[config.mk]
export PLATFORM = sky130hd
export DESIGN_NAME = ngc_div
export DESIGN_NICKNAME = d
export VERILOG_FILES = /design/src/hw/rtl/ngc_div.sv
export SDC_FILE = /design/constraint.sdc
export NUM_CORES = 1
export LEC_CHECK = 0
export BUFFER_PORTS_ARGS = -buffer_cell sky130_fd_sc_hd__buf_2
export CAP_MARGIN = 20
export CELL_PAD_IN_SITES_DETAIL_PLACEMENT = 1
export CELL_PAD_IN_SITES_GLOBAL_PLACEMENT = 1
export CORE_MARGIN = 2
export CORE_UTILIZATION = 46
export CTS_BUF_LIST = sky130_fd_sc_hd__clkbuf_16
export CTS_CLUSTER_DIAMETER = 40
export DETAILED_ROUTE_END_ITERATION = 10
export PLACE_DENSITY_LB_ADDON = 0.2
export SLEW_MARGIN = 20
export SYNTH_ARGS = -nofsm -noshare
export SYNTH_HDL_FRONTEND = slang
export SYNTH_SLANG_ARGS = --single-unit
[constraint.sdc]
create_clock -name i_clk -period 9.45 [get_ports i_clk]
set_clock_uncertainty 0.1 [all_clocks]
set_input_delay 0.4725 -clock i_clk [delete_from_list [all_inputs] [get_ports i_clk]]
set_output_delay 0.4725 -clock i_clk [all_outputs]
set_load 0.01 [all_outputs]
[src/hw/rtl/ngc_div.sv]
// ============================================================================
// ngc_div: pipelined restoring divider
// Retires STEP_BITS quotient bits per stage; advances only when enabled.
// ============================================================================
`default_nettype none

module ngc_div #(
    parameter int NUM_W     = 32,
    parameter int DEN_W     = 11,
    parameter int STEP_BITS = 4
) (
    input  wire logic             i_clk,
    input  wire logic             i_en,
    input  wire logic [NUM_W-1:0] i_num,
    input  wire logic [DEN_W-1:0] i_den,
    output      logic [NUM_W-1:0] o_quo
);

    localparam int DEPTH = NUM_W / STEP_BITS;

    logic [NUM_W-1:0] r_num [DEPTH];
    logic [DEN_W-1:0] r_rem [DEPTH];
    logic [DEN_W-1:0] r_den [DEPTH];
    logic [NUM_W-1:0] n_num [DEPTH];
    logic [DEN_W-1:0] n_rem [DEPTH];
    logic [DEN_W-1:0] n_den [DEPTH];

    // shift numerator bits into the remainder, quotient bits in at the bottom
    always_comb begin
        logic [NUM_W-1:0] num;
        logic [DEN_W-1:0] rem;
        logic [DEN_W-1:0] den;
        logic [DEN_W:0]   trial;
        for (int k = 0; k < DEPTH; k++) begin
            if (k == 0) begin
                num = i_num;
                rem = '0;
                den = i_den;
            end else begin
                num = r_num[k-1];
                rem = r_rem[k-1];
                den = r_den[k-1];
            end
            for (int b = 0; b < STEP_BITS; b++) begin
                trial = {rem, num[NUM_W-1]};
                num   = {num[NUM_W-2:0], 1'b0};
                if (trial >= {1'b0, den}) begin
                    rem    = DEN_W'(trial - {1'b0, den});
                    num[0] = 1'b1;
                end else begin
                    rem = trial[DEN_W-1:0];
                end
            end
            n_num[k] = num;
            n_rem[k] = rem;
            n_den[k] = den;
        end
    end

    always_ff @(posedge i_clk) begin
        if (i_en) begin
            for (int k = 0; k < DEPTH; k++) begin
                r_num[k] <= n_num[k];
                r_rem[k] <= n_rem[k];
                r_den[k] <= n_den[k];
            end
        end
    end

    assign o_quo = r_num[DEPTH-1];

endmodule

`default_nettype wire

==> implementation parameters <==
Parameter                              Value

Run status
  Result of the run    completed

Route
  Drt pass-1 iters    5
  Final wirelength    90.47 mm
  DRC marker count from the first detailed-route iteration    1328
  Routed WL per cell    20.76 um
  Routed vias    25250
  Post-detailed-route via-to-cell ratio    5.794
  Count of unresolved DRC violations after routing    0
  ANT nets after route    0

Worst setup path
  Slowest cell delay on critical path    0.55 ns
  Cell at the slowest stage of the critical path    or4b_4
  Crit end category    flop
  Startpoint types    flop
  Startpoint-to-endpoint class of the critical path    flop to flop
  CP required    9.70 ns
  Reg2Reg Launch Point    r_num[0][63]
  Top cell by count, worst path    ha_1
  Number of buffer and inverter stages on the critical path    5
  Top Family by Delay on Critical Path    compound AO/OA/AOI/OAI gates
  Worst Path Max Fanout    15
  Crit. Startpoint    r_num[0][63]
  Arrival time of the worst setup path    9.26 ns

Synthesis
  Netlist Area Pre-Place    31090 sq um
  Leading cell types by count after synthesis    410 x edfxtp_1, 343 x ha_1, 266 x inv_1, 204 x nor2_1, 196 x o21ai_0
  Unique masters post-synth    85
  Number of enable flip-flop cells after synthesis    410
  Sequential share of the synthesized area    0.3960
  Top_reg_cell synth    edfxtp_1
  Register bit total from synthesis    410
  Average instance area after synthesis    10.21 sq um
  Post-synthesis async set-or-reset flop share    0
  Count leader, synth    edfxtp_1
  Yosys warnings    0
  Cell count after synthesis    3046
  Area share of the largest cell type after synthesis    0.3960
  Number of nets produced by synthesis    3464
  Cell accounting for the most synthesized area    edfxtp_1
  Top area cells in the synthesized netlist    edfxtp_1 40%, ha_1 14%, mux2_2 3.5%

Clock tree
  Clock Path Buffers    3
  TritonCTS clock tree    done
  Clock buffer count from CTS    75
  Clock sink count    410
  Number of levels the H-tree was split into    3
  Clock insertion delay at the later pin of the skew report    0.62 ns
  Clock-pin slew of the registers on the worst-case setup and hold paths    0.05 ns
  Root buffer cell    clkbuf_16

Die
  Number of primary I/O pins    77
  Die Outline Area    69680 sq um
  Standard cell core area    67040 sq um
  Floorplan die height    264.0 um
  Floorplan die width    264.0 um
  Number of placement rows    95
  Starting utilization of the core area    0.4638

Finish
  Area occupied by registers    12310 sq um
  Nets    3840
  Non-filler cells, final    4358
  Share of cells above drive strength 1    0.2014
  Synth-to-layout area growth    21.01%
  Antenna cell count    0
  Filler Cells Inserted    7311
  Combined area of the multi-input logic cells    17750 sq um

Placement
  Setup slack after placement    -0.6273 ns
  Cell count after placement    4159
  Detailed placement HPWL    70.89 mm
  # port buffers    76
  Routability congestion estimate from global placement    0.9312

STA
  Worst-margin pin slew    1.071 ns
  Minimum clock period after layout    9.010 ns
  Setup Viol. Count Final    0
  Max Clock Freq    111.0 MHz
  Max Transition Viols Final    0
  Final hold violation count    0
  Final Cycle Share    0.9534
  Crit path setup slack, layout    0.4403 ns
  Relative slew slack    0.2858

Global routing
  Maximum number of pins on one net before global-route repair    96
  Wire length of the first global-routing pass    144.0 mm
  Leftover overflow at the end of global routing    0
  Vias in the first global route    27320
  Number of antenna violations at the first check in global routing    0
  Total GRT Usage    0.2564

Worst hold path
  Origin of the worst min-delay path    i_den[1]
  Hold Crit Class    input pin to flop

Run
  Number of max-capacitance violations reported    0
worst paths after layout:
check	cells after the start	slack, ns	end
hold / removal	1	0.16	r_den[0][1]
setup reg to reg	39	0.44	r_rem[2][5]
setup / recovery	39	0.44	r_rem[2][5]
hold reg to reg	0	0.31	r_num[0][86]
sequential cells by signal, summed over array words and instances, names as in the netlist:
| register | flops |
|---|---|
| r_num | 256 |
| r_den | 77 |
| r_rem | 77 |
cell usage in the layout (no fill, tap or decap), types with 17 or more instances in the layout:
cell type | netlist | routed
a211oi_1 | 24 | 20
o21ai_1 | 3 | 37
buf_2 | 4 | 75
o21ai_0 | 196 | 155
a21boi_0 | 25 | 20
a21oi_1 | 186 | 168
nand4_1 | 61 | 61
nand2_1 | 160 | 159
buf_4 | 32 | 252
nand3_1 | 40 | 39
mux2i_1 | 42 | 36
clkbuf_16 | 0 | 78
a21oi_2 | 0 | 17
o31ai_1 | 32 | 25
or2_2 | 20 | 20
o211ai_1 | 19 | 19
nand2b_1 | 38 | 38
or3_1 | 25 | 24
dlygate4sd3_1 | 0 | 37
ha_1 | 343 | 337
o21a_1 | 57 | 57
xor2_1 | 76 | 76
mux2_2 | 97 | 97
and2_1 | 34 | 32
a31oi_1 | 22 | 20
a221o_1 | 21 | 21
edfxtp_1 | 410 | 410
a21o_1 | 77 | 77
inv_1 | 266 | 267
xnor2_1 | 123 | 123
o21bai_1 | 20 | 20
nor2b_1 | 62 | 62
fa_1 | 30 | 28
nor3_1 | 62 | 61
nor2_1 | 204 | 200
per-stage QoR:
step | utilization | cell area (sq um) | setup TNS (ns) | hold slack, ns
2_1_floorplan | - | 31110 | 0 | 0.3003
3_3_place_gp | 0.5078 | 34050 | -8.024 | 0.3004
3_5_place_dp | 0.5078 | 34050 | -14.39 | 0.3052
4_1_cts | 0.5546 | 37180 | 0 | 0.1226
5_1_grt | 0.5612 | 37620 | -0.2379 | 0.1217
6_report | 0.5612 | 37620 | 0 | 0.1612
cells by family after synthesis:
family / Yosys count / share of synthesized area
multiplexers: 141 / 0.04938
flip-flops: 410 / 0.3960
buffers and inverters: 349 / 0.04697
XOR/XNOR: 199 / 0.05606
AND/OR/NAND/NOR: 766 / 0.1228
AO/OA/AOI/OAI: 808 / 0.1714
adder cells (fa/ha/maj): 373 / 0.1574
area by class of cell:
type	instances	area share
clock buffer	78	0.05188
clock inverter	62	0.01809
inverter	272	0.02720
multi-input combinational	2289	0.4717
sequential	410	0.3272
tap	873	0.02903
timing repair buffer	374	0.07483
layer usage:
metal  wire length (um)  GRT usage  up-vias
li1                   -          -    12100
met1              38490     0.3089    12530
met2              46330     0.4653      438
met3               2577    0.03272      190
met4               3075    0.09674        0
met5                  0          0        -
repair_timing:
item / in CTS / in global routing
gates cloned: 1 / 1
resized for setup: 29 / 108
setup endpoints to repair: 59 / 85
pin swaps: 8 / 15
setup buffers: 5 / 15
hold endpoints to repair: 37 / 0
hold buffers: 37 / 0
Power is not shown: default switching activity piles up to over one toggle a cycle in this logic, so the estimate is an artifact.
